$ cat src/sv/counting_semaphore_table_defines.svh
// assertion helpers for the semaphore table
`ifndef COUNTING_SEMAPHORE_TABLE_DEFINES_SVH
`define COUNTING_SEMAPHORE_TABLE_DEFINES_SVH
`ifndef SYNTHESIS
// same-cycle implication
`define CST_ASSERT_IMP(label, clk, rstn, ante, cons, msg) \
    label: assert property (@(posedge clk) disable iff (!rstn) (ante) |-> (cons)) \
        else $error(msg);
// next-cycle implication
`define CST_ASSERT_NXT(label, clk, rstn, ante, cons, msg) \
    label: assert property (@(posedge clk) disable iff (!rstn) (ante) |=> (cons)) \
        else $error(msg);
`else
`define CST_ASSERT_IMP(label, clk, rstn, ante, cons, msg)
`define CST_ASSERT_NXT(label, clk, rstn, ante, cons, msg)
`endif
`endif

$ cat src/sv/cst_pkg.sv
package cst_pkg;

    // widest slot number the table can be built with
    localparam int SLOT_MAX_W = 8;

    typedef enum logic [1:0] {
        CMD_INIT    = 2'd0,
        CMD_UP      = 2'd1,
        CMD_DOWN    = 2'd2,
        CMD_RECLAIM = 2'd3
    } cmd_e_t;

    typedef enum logic [1:0] {
        ST_IDLE,
        ST_EVAL,
        ST_DONE
    } state_t;

    // requests into the slot allocator
    typedef struct packed {
        logic                  set;
        logic                  clr;
        logic [SLOT_MAX_W-1:0] slot;
        logic [SLOT_MAX_W-1:0] query;
    } alloc_req_t;

    // allocator status back to the control
    typedef struct packed {
        logic                  full;
        logic                  hit;
        logic [SLOT_MAX_W-1:0] free_slot;
    } alloc_stat_t;

endpackage

$ cat src/sv/cst_ram.sv
module cst_ram #(
    parameter int DEPTH = 16,
    parameter int WIDTH = 8
) (
    input  logic                                   aclk,
    input  logic                                   wr_en,
    input  logic [((DEPTH > 1) ? $clog2(DEPTH) : 1)-1:0] wr_addr,
    input  logic [WIDTH-1:0]                       wr_data,
    input  logic                                   rd_en,
    input  logic [((DEPTH > 1) ? $clog2(DEPTH) : 1)-1:0] rd_addr,
    output logic [WIDTH-1:0]                       rd_data
);

    logic [WIDTH-1:0] mem [DEPTH];

    // write port
    always_ff @(posedge aclk) begin
        if (wr_en) begin
            mem[wr_addr] <= wr_data;
        end
    end

    // registered read port
    always_ff @(posedge aclk) begin
        if (rd_en) begin
            rd_data <= mem[rd_addr];
        end
    end

endmodule

$ cat src/sv/cst_alloc.sv
module cst_alloc #(
    parameter int NUM_SEMS = 16
) (
    input  logic                 aclk,
    input  logic                 aresetn,
    input  cst_pkg::alloc_req_t  req,
    output cst_pkg::alloc_stat_t stat
);

    localparam int SLOT_W = (NUM_SEMS > 1) ? $clog2(NUM_SEMS) : 1;

    logic [NUM_SEMS-1:0] valid_reg;
    logic [NUM_SEMS-1:0] valid_next;
    logic [SLOT_W-1:0]   free_slot;

    // set on init, clear on reclaim
    always_comb begin
        valid_next = valid_reg;
        if (req.set) begin
            valid_next[SLOT_W'(req.slot)] = 1'b1;
        end
        if (req.clr) begin
            valid_next[SLOT_W'(req.slot)] = 1'b0;
        end
    end

    always_ff @(posedge aclk) begin
        if (!aresetn) begin
            valid_reg <= '0;
        end else begin
            valid_reg <= valid_next;
        end
    end

    // lowest free slot
    always_comb begin
        free_slot = '0;
        for (int i = NUM_SEMS - 1; i >= 0; i--) begin
            if (!valid_reg[i]) begin
                free_slot = SLOT_W'(i);
            end
        end
    end

    assign stat.full      = &valid_reg;
    assign stat.free_slot = cst_pkg::SLOT_MAX_W'(free_slot);
    assign stat.hit       = (32'(req.query) < NUM_SEMS) && valid_reg[SLOT_W'(req.query)];

endmodule

$ cat src/sv/counting_semaphore_table.sv
// Counting semaphore table: one command word in, one result word out.
// A word passes through the slot row read, the wait queue read and the output register in turn.
// A new word is taken only in the idle state, after the slot row read-modify-write
// and the wait queue read of the last word, and not while m_ready holds a result back.
// Reset: synchronous, active low; empties the slot table and the output register.
// Row and queue memories are not cleared; init writes a slot's whole row.
`include "counting_semaphore_table_defines.svh"

module counting_semaphore_table #(
    parameter int NUM_SEMS   = 16,
    parameter int NUM_PROCS  = 32,
    parameter int COUNT_BITS = 8
) (
    input  logic       aclk,
    input  logic       aresetn,
    input  logic       s_valid,
    output logic       s_ready,
    input  logic [1:0] s_cmd,
    input  logic [3:0] s_sem_index,
    input  logic [4:0] s_process_id,
    input  logic [7:0] s_init_value,
    output logic       m_valid,
    input  logic       m_ready,
    output logic       m_status,
    output logic [3:0] m_assigned_index,
    output logic       m_blocked,
    output logic       m_woken_valid,
    output logic [4:0] m_woken_process
);

    localparam int SLOT_W     = (NUM_SEMS > 1) ? $clog2(NUM_SEMS) : 1;
    localparam int PID_W      = $clog2(NUM_PROCS);
    localparam int CNT_W      = ((COUNT_BITS > PID_W) ? COUNT_BITS : PID_W) + 2;
    localparam int ROW_W      = CNT_W + COUNT_BITS + 2 * PID_W + NUM_PROCS;
    localparam int ROW_DEPTH  = 2 ** SLOT_W;
    localparam int WAIT_AW    = SLOT_W + PID_W;
    localparam int WAIT_DEPTH = 2 ** WAIT_AW;
    localparam logic signed [CNT_W-1:0] CNT_ONE  = CNT_W'(1);
    localparam logic [PID_W-1:0]        PTR_LAST = PID_W'(NUM_PROCS - 1);

    typedef struct packed {
        logic signed [CNT_W-1:0] count;
        logic [COUNT_BITS-1:0]   max;
        logic [PID_W-1:0]        head;
        logic [PID_W-1:0]        tail;
        logic [NUM_PROCS-1:0]    owners;
    } row_t;

    cst_pkg::state_t      state_reg, state_next;
    cst_pkg::cmd_e_t      cmd_reg;
    logic [3:0]           idx_reg;
    logic [4:0]           pid_reg;
    logic [COUNT_BITS-1:0] ival_reg;

    // results of the evaluation cycle
    logic err_reg, err_next;
    logic blocked_reg, blocked_next;
    logic wake_reg, wake_next;
    logic init_ok_reg, init_ok_next;
    logic reclaim_ok_reg, reclaim_ok_next;
    logic row_we_reg, row_we_next;
    logic wait_we_reg, wait_we_next;
    logic [SLOT_W-1:0]  slot_reg, slot_next;
    row_t               row_wdata_reg, row_wdata_next;
    logic [WAIT_AW-1:0] wait_waddr_reg, wait_waddr_next;

    // output word register
    logic       m_valid_reg, m_valid_next;
    logic       m_status_reg;
    logic [3:0] m_assigned_index_reg;
    logic       m_blocked_reg;
    logic       m_woken_valid_reg;
    logic [4:0] m_woken_process_reg;

    logic accept, eval_en, out_load;
    logic [ROW_W-1:0] row_rdata;
    logic [PID_W-1:0] wait_rdata;
    row_t             row_rd;
    logic [SLOT_W-1:0] idx_slot;
    logic [PID_W-1:0]  pid_bit;
    logic idx_ok, pid_ok, owned;
    logic signed [CNT_W-1:0] cnt_up, cnt_dn, max_ext;
    logic [PID_W-1:0] head_nx, tail_nx;

    cst_pkg::alloc_req_t  alloc_req;
    cst_pkg::alloc_stat_t alloc_stat;

    // state register
    always_ff @(posedge aclk) begin
        if (!aresetn) begin
            state_reg <= cst_pkg::ST_IDLE;
        end else begin
            state_reg <= state_next;
        end
    end

    // next state
    always_comb begin
        state_next = state_reg;
        case (state_reg)
            cst_pkg::ST_IDLE: begin
                if (s_valid) begin
                    state_next = cst_pkg::ST_EVAL;
                end
            end
            cst_pkg::ST_EVAL: begin
                state_next = cst_pkg::ST_DONE;
            end
            cst_pkg::ST_DONE: begin
                if (!m_valid_reg || m_ready) begin
                    state_next = cst_pkg::ST_IDLE;
                end
            end
            default: begin
                state_next = cst_pkg::ST_IDLE;
            end
        endcase
    end

    // state outputs
    always_comb begin
        s_ready  = 1'b0;
        eval_en  = 1'b0;
        out_load = 1'b0;
        case (state_reg)
            cst_pkg::ST_IDLE: begin
                s_ready = 1'b1;
            end
            cst_pkg::ST_EVAL: begin
                eval_en = 1'b1;
            end
            cst_pkg::ST_DONE: begin
                out_load = !m_valid_reg || m_ready;
            end
            default: begin
                s_ready = 1'b0;
            end
        endcase
    end

    assign accept = s_valid && s_ready;

    // command word capture
    always_ff @(posedge aclk) begin
        if (accept) begin
            cmd_reg  <= cst_pkg::cmd_e_t'(s_cmd);
            idx_reg  <= s_sem_index;
            pid_reg  <= s_process_id;
            ival_reg <= COUNT_BITS'(s_init_value);
        end
    end

    // slot rows: count, maximum, queue pointers, owner bits
    cst_ram #(
        .DEPTH (ROW_DEPTH),
        .WIDTH (ROW_W)
    ) u_row_ram (
        .aclk    (aclk),
        .wr_en   (out_load && row_we_reg),
        .wr_addr (slot_reg),
        .wr_data (row_wdata_reg),
        .rd_en   (accept),
        .rd_addr (SLOT_W'(s_sem_index)),
        .rd_data (row_rdata)
    );

    // wait queues, one ring per slot
    cst_ram #(
        .DEPTH (WAIT_DEPTH),
        .WIDTH (PID_W)
    ) u_wait_ram (
        .aclk    (aclk),
        .wr_en   (out_load && wait_we_reg),
        .wr_addr (wait_waddr_reg),
        .wr_data (PID_W'(pid_reg)),
        .rd_en   (eval_en),
        .rd_addr ({idx_slot, row_rd.head}),
        .rd_data (wait_rdata)
    );

    // slot valid bits and free slot search
    assign alloc_req.set   = out_load && init_ok_reg;
    assign alloc_req.clr   = out_load && reclaim_ok_reg;
    assign alloc_req.slot  = cst_pkg::SLOT_MAX_W'(slot_reg);
    assign alloc_req.query = cst_pkg::SLOT_MAX_W'(idx_reg);

    cst_alloc #(
        .NUM_SEMS (NUM_SEMS)
    ) u_alloc (
        .aclk    (aclk),
        .aresetn (aresetn),
        .req     (alloc_req),
        .stat    (alloc_stat)
    );

    // fields of the addressed row
    assign row_rd   = row_t'(row_rdata);
    assign idx_slot = SLOT_W'(idx_reg);
    assign pid_bit  = PID_W'(pid_reg);
    assign idx_ok   = alloc_stat.hit;
    assign pid_ok   = 32'(pid_reg) < NUM_PROCS;
    assign owned    = pid_ok && row_rd.owners[pid_bit];
    assign cnt_up   = row_rd.count + CNT_ONE;
    assign cnt_dn   = row_rd.count - CNT_ONE;
    assign max_ext  = signed'(CNT_W'(row_rd.max));
    assign head_nx  = (row_rd.head == PTR_LAST) ? '0 : row_rd.head + PID_W'(1);
    assign tail_nx  = (row_rd.tail == PTR_LAST) ? '0 : row_rd.tail + PID_W'(1);

    // command evaluation on the read row
    always_comb begin
        err_next        = 1'b1;
        blocked_next    = 1'b0;
        wake_next       = 1'b0;
        init_ok_next    = 1'b0;
        reclaim_ok_next = 1'b0;
        row_we_next     = 1'b0;
        wait_we_next    = 1'b0;
        slot_next       = idx_slot;
        row_wdata_next  = row_rd;
        wait_waddr_next = {idx_slot, row_rd.tail};
        case (cmd_reg)
            cst_pkg::CMD_INIT: begin
                if (!alloc_stat.full) begin
                    err_next              = 1'b0;
                    init_ok_next          = 1'b0 | 1'b1;
                    row_we_next           = 1'b1;
                    slot_next             = SLOT_W'(alloc_stat.free_slot);
                    row_wdata_next.count  = signed'(CNT_W'(ival_reg));
                    row_wdata_next.max    = ival_reg;
                    row_wdata_next.head   = '0;
                    row_wdata_next.tail   = '0;
                    row_wdata_next.owners = '0;
                end
            end
            cst_pkg::CMD_RECLAIM: begin
                if (idx_ok && (row_rd.count == max_ext)) begin
                    err_next        = 1'b0;
                    reclaim_ok_next = 1'b1;
                end
            end
            cst_pkg::CMD_UP: begin
                if (idx_ok && owned) begin
                    err_next    = 1'b0;
                    row_we_next = 1'b1;
                    if (row_rd.count < 0) begin
                        wake_next           = 1'b1;
                        row_wdata_next.head = head_nx;
                    end
                    row_wdata_next.count           = cnt_up;
                    row_wdata_next.owners[pid_bit] = 1'b0;
                end
            end
            cst_pkg::CMD_DOWN: begin
                if (idx_ok && pid_ok && !owned) begin
                    err_next    = 1'b0;
                    row_we_next = 1'b1;
                    row_wdata_next.count           = cnt_dn;
                    row_wdata_next.owners[pid_bit] = 1'b1;
                    if (cnt_dn < 0) begin
                        blocked_next        = 1'b1;
                        wait_we_next        = 1'b1;
                        row_wdata_next.tail = tail_nx;
                    end
                end
            end
            default: begin
                err_next = 1'b1;
            end
        endcase
    end

    // evaluation results
    always_ff @(posedge aclk) begin
        if (!aresetn) begin
            init_ok_reg    <= 1'b0;
            reclaim_ok_reg <= 1'b0;
            row_we_reg     <= 1'b0;
            wait_we_reg    <= 1'b0;
        end else if (eval_en) begin
            init_ok_reg    <= init_ok_next;
            reclaim_ok_reg <= reclaim_ok_next;
            row_we_reg     <= row_we_next;
            wait_we_reg    <= wait_we_next;
        end
    end

    always_ff @(posedge aclk) begin
        if (eval_en) begin
            err_reg        <= err_next;
            blocked_reg    <= blocked_next;
            wake_reg       <= wake_next;
            slot_reg       <= slot_next;
            row_wdata_reg  <= row_wdata_next;
            wait_waddr_reg <= wait_waddr_next;
        end
    end

    // output word valid
    always_comb begin
        m_valid_next = m_valid_reg;
        if (out_load) begin
            m_valid_next = 1'b1;
        end else if (m_ready) begin
            m_valid_next = 1'b0;
        end
    end

    always_ff @(posedge aclk) begin
        if (!aresetn) begin
            m_valid_reg <= 1'b0;
        end else begin
            m_valid_reg <= m_valid_next;
        end
    end

    // output word payload
    always_ff @(posedge aclk) begin
        if (out_load) begin
            m_status_reg         <= err_reg;
            m_assigned_index_reg <= init_ok_reg ? 4'(slot_reg) : 4'd0;
            m_blocked_reg        <= blocked_reg;
            m_woken_valid_reg    <= wake_reg;
            m_woken_process_reg  <= wake_reg ? 5'(wait_rdata) : 5'd0;
        end
    end

    assign m_valid          = m_valid_reg;
    assign m_status         = m_status_reg;
    assign m_assigned_index = m_assigned_index_reg;
    assign m_blocked        = m_blocked_reg;
    assign m_woken_valid    = m_woken_valid_reg;
    assign m_woken_process  = m_woken_process_reg;

    // checks
    `CST_ASSERT_IMP(a_blocked_clean, aclk, aresetn, m_valid_reg && m_blocked_reg, !m_status_reg && !m_woken_valid_reg, "blocked word carries an error or a wake")
    `CST_ASSERT_IMP(a_wake_clean, aclk, aresetn, m_valid_reg && m_woken_valid_reg, !m_status_reg && (m_assigned_index_reg == 4'd0), "wake word carries an error or a slot")
    `CST_ASSERT_NXT(a_accept_eval, aclk, aresetn, s_valid && s_ready, state_reg == cst_pkg::ST_EVAL, "accepted word not evaluated next cycle")
    `CST_ASSERT_IMP(a_out_from_done, aclk, aresetn, $rose(m_valid_reg), $past(state_reg == cst_pkg::ST_DONE), "result word raised outside the done state")
    `CST_ASSERT_IMP(a_alloc_excl, aclk, aresetn, alloc_req.set, !alloc_req.clr, "slot set and cleared together")

endmodule
$ cat config.mk
export PLATFORM = sky130hd
export DESIGN_NAME = counting_semaphore_table
export DESIGN_NICKNAME = d
export VERILOG_FILES = /design/src/sv/cst_pkg.sv /design/src/sv/cst_ram.sv /design/src/sv/cst_alloc.sv /design/src/sv/counting_semaphore_table.sv
export VERILOG_INCLUDE_DIRS = /design/src /design/src/sv
export SDC_FILE = /design/constraint.sdc
export NUM_CORES = 2
export LEC_CHECK = 0
export BUFFER_PORTS_ARGS = -buffer_cell sky130_fd_sc_hd__buf_2
export CORE_UTILIZATION = 45
export DETAILED_ROUTE_END_ITERATION = 10
export PLACE_DENSITY = 0.65
export REMOVE_ABC_BUFFERS = 1
export SLEW_MARGIN = 40
export SYNTH_ARGS = -nofsm -noshare
export SYNTH_HDL_FRONTEND = slang
export SYNTH_SLANG_ARGS = --single-unit
$ cat constraint.sdc
create_clock -name aclk -period 11.3 [get_ports aclk]
set_input_delay 1.13 -clock aclk [delete_from_list [all_inputs] [get_ports aclk]]
set_output_delay 1.13 -clock aclk [all_outputs]
set_load 0.1 [all_outputs]
# Yosys cells after proc, flatten, opt, wreduce, memory -nomap -nowiden
# Memories as Yosys holds them, arrays and structs flattened. A register that Yosys moved wholly into a read port is not among the register bits.
# Index checks and enable logic that the tools add are counted.
# word_totals
ff_bits,130
ramBits,3520
in_bits,23
output_inout_bits,14
n_memories,2
# classes
add_sub_neg,4
n_lt_le_gt_ge,8
eq_ne,10
n_mux,71
n_bitwise,6
reduce_logical,20
# mem_list
name,depth,word_bits,rd,rd_clocked_by_memory_dff,write_ports,line,text
u_wait_ram.mem,512,5,1,1,1,cst_ram.sv:14,logic [WIDTH-1:0] mem [DEPTH];
u_row_ram.mem,16,60,1,1,1,cst_ram.sv:14,
# op_table
operator,count
32-bit case mux with 3 select lines,1
4-bit two-way mux,18
60-bit two-way mux,1
37-bit two-way mux,1
32-bit bitwise AND,1
16-bit two-way mux,2
32-bit two-way mux,1
32-bit NOT,1
32-bit OR,1
10-bit case mux with 3 select lines,1
1-bit two-way mux,27
5-bit two-way mux,5
10-bit by 1-bit less-than comparator with 1-bit output (second input constant),2
10-bit two-way mux,2
5-bit case mux with 2 select lines,2
16-bit bitwise AND,1
16-bit NOT,1
16-bit OR,1
16-bit AND reduction,1
4-bit by 5-bit less-than comparator with 1-bit output (second input constant),3
1-bit logical AND,11
10-bit by 2-bit adder with 10-bit output (second input constant),1
5-bit by 1-bit adder with 5-bit output (second input constant),2
10-bit by 9-bit == test with 1-bit output,1
other kinds (22),31

# Longest topological paths before layout
# logic_depth
ltp_word,18
depth_mapped,14
ltp_nobuf,8

# Modules after synthesis
# From an unflattened synthesis, not the netlist that was laid out.
# unflattened
hier_cells,7539
hier_area_um2,146097.6
# modules_own_cells
mod,n_inst,cells_per_inst,area_each_um2,seq_area_each_um2
cst_ram (u_wait_ram),1,5295,101408.5,77023.9
cst_ram (u_row_ram),1,1548,37702.4,30629.4
counting_semaphore_table,1,560,5972.0,3353.2
cst_alloc,1,136,1014.7,320.3

# Worst setup path after synthesis
# Ideal clock, no wire load.
# synth_timing
path_kind,flip-flop to flip-flop
startpoint,register pid_reg[0] (netlist: pid_bit[0])
endpoint,register row_wdata_reg[58] in the netlist's numbering (data pin)
setup_ps,285
arrival_ps,9003
setup_slack_ps,2012
path_stages_with_launch,11
n_path_buf,3
cell_sequence,edfxtp_1 > buf_6 > buf_6 > mux4_2 > a22o_1 > or4_4 > buf_6 > and2b_1 > nand3_1 > o311ai_0 > o311ai_0
# synth_rtl
item,line,text
"start, declared",counting_semaphore_table.sv:52,logic [4:0] pid_reg;
"start signal, assigned",counting_semaphore_table.sv:148,pid_reg <= s_process_id;
"end signal, assigned",counting_semaphore_table.sv:293,row_wdata_reg <= row_wdata_next;
"end, declared",counting_semaphore_table.sv:64,"row_t row_wdata_reg, row_wdata_next;"

==> reports/metrics.cfg <==
[timing]
fin_crit_ns = 5.047
finalSetupTns_ns = 0
timing.hold.ws_ns = 0.3799
worst_slew_pin_slew_ns = 0.9135
post-route-period-util_pct = 44.66
fmax_mhz = 198.1
setup_viol_count_final = 0
final_max_slew_viol_count = 0
relSlewSlack_pct = 39.10
fin_skew_ns = 0.07744
rsz0062_at_grt = false
hold_viol = 0

[floorplanning]
fp.dieH_um = 569.8
core-area_um2 = 320900
die_x_um = 569.8
rows = 208
dieArea_um2 = 324700
initial_core_util_pct = 45.22
io_pins = 37

[setup_path]
cp-end-kind = register
crit_fanout = 47
crit_chain = buf_4 > buf_4 > buf_6 > mux2i_1 > o22ai_1 > a211oi_1 > a311oi_1 > o211ai_1 > nor4_1 > a311oi_1 > a31oi_1
slowest_stage = nor4_1
cp_data_required_time_ns = 12.09
critPathArrivalTime_ns = 5.84
worstSetupStartpointType = register
crit_type = reg2reg
slowest_delay_ns = 0.77

[placement]
dp_hpwl_um = 217900
gp_congestion = 0.8527
dp_cells = 11253
portBuffers = 36

[final_layout]
largest-register = u_wait_ram.mem
fin_cells = 11941
largest_reg_flops = 2560
nNetsFinal = 7359
top_regs = u_wait_ram.mem (2560), u_row_ram.mem (960)
drive_gt1_share_pct = 21.85
fin_util_pct = 50.89
syn2layout_area_growth_pct = 12.55

[clock_network]
path_clk_slew_ns = 0.07
ctsResizeCount = 0
clock-sinks = 3715
post_cts.repair.setup_buffers = 0
cts_made_buffers = 372
hold_buffers = 0
cts_tree = done
htree_levels = 5
clkLatencyLatePin_ns = 0.95
clockRootBuffer = clkbuf_16
cts_buffer_depth = 4

[synthesis]
yosys.area.top_type = edfxtp_1
synth_ff_type = edfxtp_1
ys_seq_area_share_pct = 76.73
yosys-top-cells-area = edfxtp_1, mux4_2, mux2i_1, nor2_1, o221ai_1
yosysWarnings = 0
synth_edf_count = 3692
ys_seq_elements = 3715
postSynthCellCount = 7185
synth_cell_types = 75
synthArstFlopShare_pct = 0
yosys-top-cells-count = edfxtp_1, mux4_2, nor2_1, mux2i_1, clkbuf_1
synth_top_area_share_pct = 76.41
syn_avg_cell_area_um2 = 20.19
syn_area_um2 = 145100
post-synth-top-count-cell = edfxtp_1

[global_routing]
gr-total-overflow = 0
antenna_found_initial = 17
grt_pass1_vias = 74718
grt_max_degree = 181
grt_pass1_wl_um = 548000
grt_util_all_layers_pct = 23.33

[flow_run]
maxCapViolCount = 0

[routing]
drc_errors = 0
first_pass_iters = 8
routed_wl_um = 382800
ant_nets = 0
routed_via_density = 6.249
drt-initial-drc-count = 10176
wl_per_cell_um = 32.05
vias = 74615

[hold_path]
min_path_type = in2reg

[run_status]
status = complete, no violations

[power]
p_per_area_nw_per_um2 = 179.5
peakVddDrop_v = 0.0001447
p_leak_nw = 50.49

## logic make-up after synthesis
kind of cell	count (synthesis)	share of synthesized area, %
adders and majority gates	6	0.05174
buffers and inverters	468	1.397
AOI/OAI and AO/OA	715	3.260
and+or+nand+nor	1069	3.143
muxes	1196	15.32
DFF	3715	76.73
xor gates and xnor gates	16	0.09659
## through the flow
stage,cell area [um2],total power [mW],worst slack (ns)
floorplan,143100,17.48,-20.63
global placement,150400,17.31,5.946
detailed placement,151100,17.34,6.126
CTS,163000,29.42,6.111
global route,163300,30.00,6.087
finish,163300,29.31,6.253
## power breakdown
part           switching, mW  internal [mW]
clock                   5.23           7.02
sequential            0.0860           15.2
combinational           1.13          0.622
## metal layers
layer | up-vias | track usage, % | share of wire, %
met4 | 16 | 7.788 | 3.5
met3 | 722 | 4.442 | 9.8
met5 | - | 0 | 0.026
met2 | 4369 | 37.07 | 48
met1 | 39461 | 32.54 | 39
li1 | 30047 | - | -
## path summary, 6_finish.rpt
| kind | startpoint | end | slack, ns | cells past startpoint |
|---|---|---|---|---|
| setup reg to reg | u_row_ram.rd_data[37]$_DFFE_PP_ | u_wait_ram.rd_data[0]$_DFFE_PN_ | 6.25 | 11 |
| hold / removal | s_init_value[3] | ival_reg[3]$_DFFE_PP_ | 0.38 | 1 |
| setup / recovery | u_row_ram.rd_data[37]$_DFFE_PP_ | u_wait_ram.rd_data[0]$_DFFE_PN_ | 6.25 | 11 |
| hold reg to reg | blocked_reg$_DFFE_PN_ | m_blocked$_DFFE_PP_ | 0.44 | 0 |
## cell type report
cell class	instances	area [um2]
clock inverter	232	2302
antenna	7	17.52
clock buffer	441	9673
sequential	3715	111300
tap	4305	5386
inverter	15	67.56
multi-input combinational	3002	32220
timing repair buffer	224	2312
fill	25088	157600
## worst max-delay path, delay by kind of cell (launching register included)
kind            cells  cell delay (ns)
compound gates      6             1.64
buf+inv             3             1.75
flops               1             0.46
mux                 1             0.19
simple gates        1             0.77
## layout by cell type (no fill, tap or decap), types with 14 or more instances in the layout
| cell | Yosys | routed |
|---|---|---|
| o22ai_1 | 91 | 91 |
| dfxtp_1 | 23 | 23 |
| edfxtp_1 | 3692 | 3692 |
| clkinv_1 | 1 | 82 |
| o221ai_1 | 129 | 129 |
| buf_12 | 0 | 17 |
| mux4_2 | 820 | 820 |
| nor2_1 | 623 | 592 |
| buf_4 | 45 | 110 |
| mux2i_1 | 373 | 373 |
| a31oi_1 | 36 | 36 |
| inv_6 | 0 | 15 |
| buf_6 | 3 | 44 |
| clkbuf_16 | 0 | 376 |
| buf_16 | 0 | 14 |
| a22oi_1 | 35 | 35 |
| bufinv_16 | 0 | 39 |
| clkinv_2 | 0 | 69 |
| nand2_1 | 213 | 196 |
| nor3_1 | 45 | 41 |
| nor2_4 | 0 | 18 |
| o21ai_0 | 143 | 139 |
| clkbuf_1 | 292 | 63 |
| clkinvlp_4 | 0 | 16 |
| and2_1 | 22 | 21 |
| nand4_1 | 14 | 14 |
| a211oi_1 | 19 | 18 |
| buf_2 | 63 | 32 |
| a21oi_1 | 149 | 149 |
| nand3_1 | 48 | 44 |
| nor2b_1 | 23 | 18 |
Note: power is estimated with default switching activity, not from simulation.
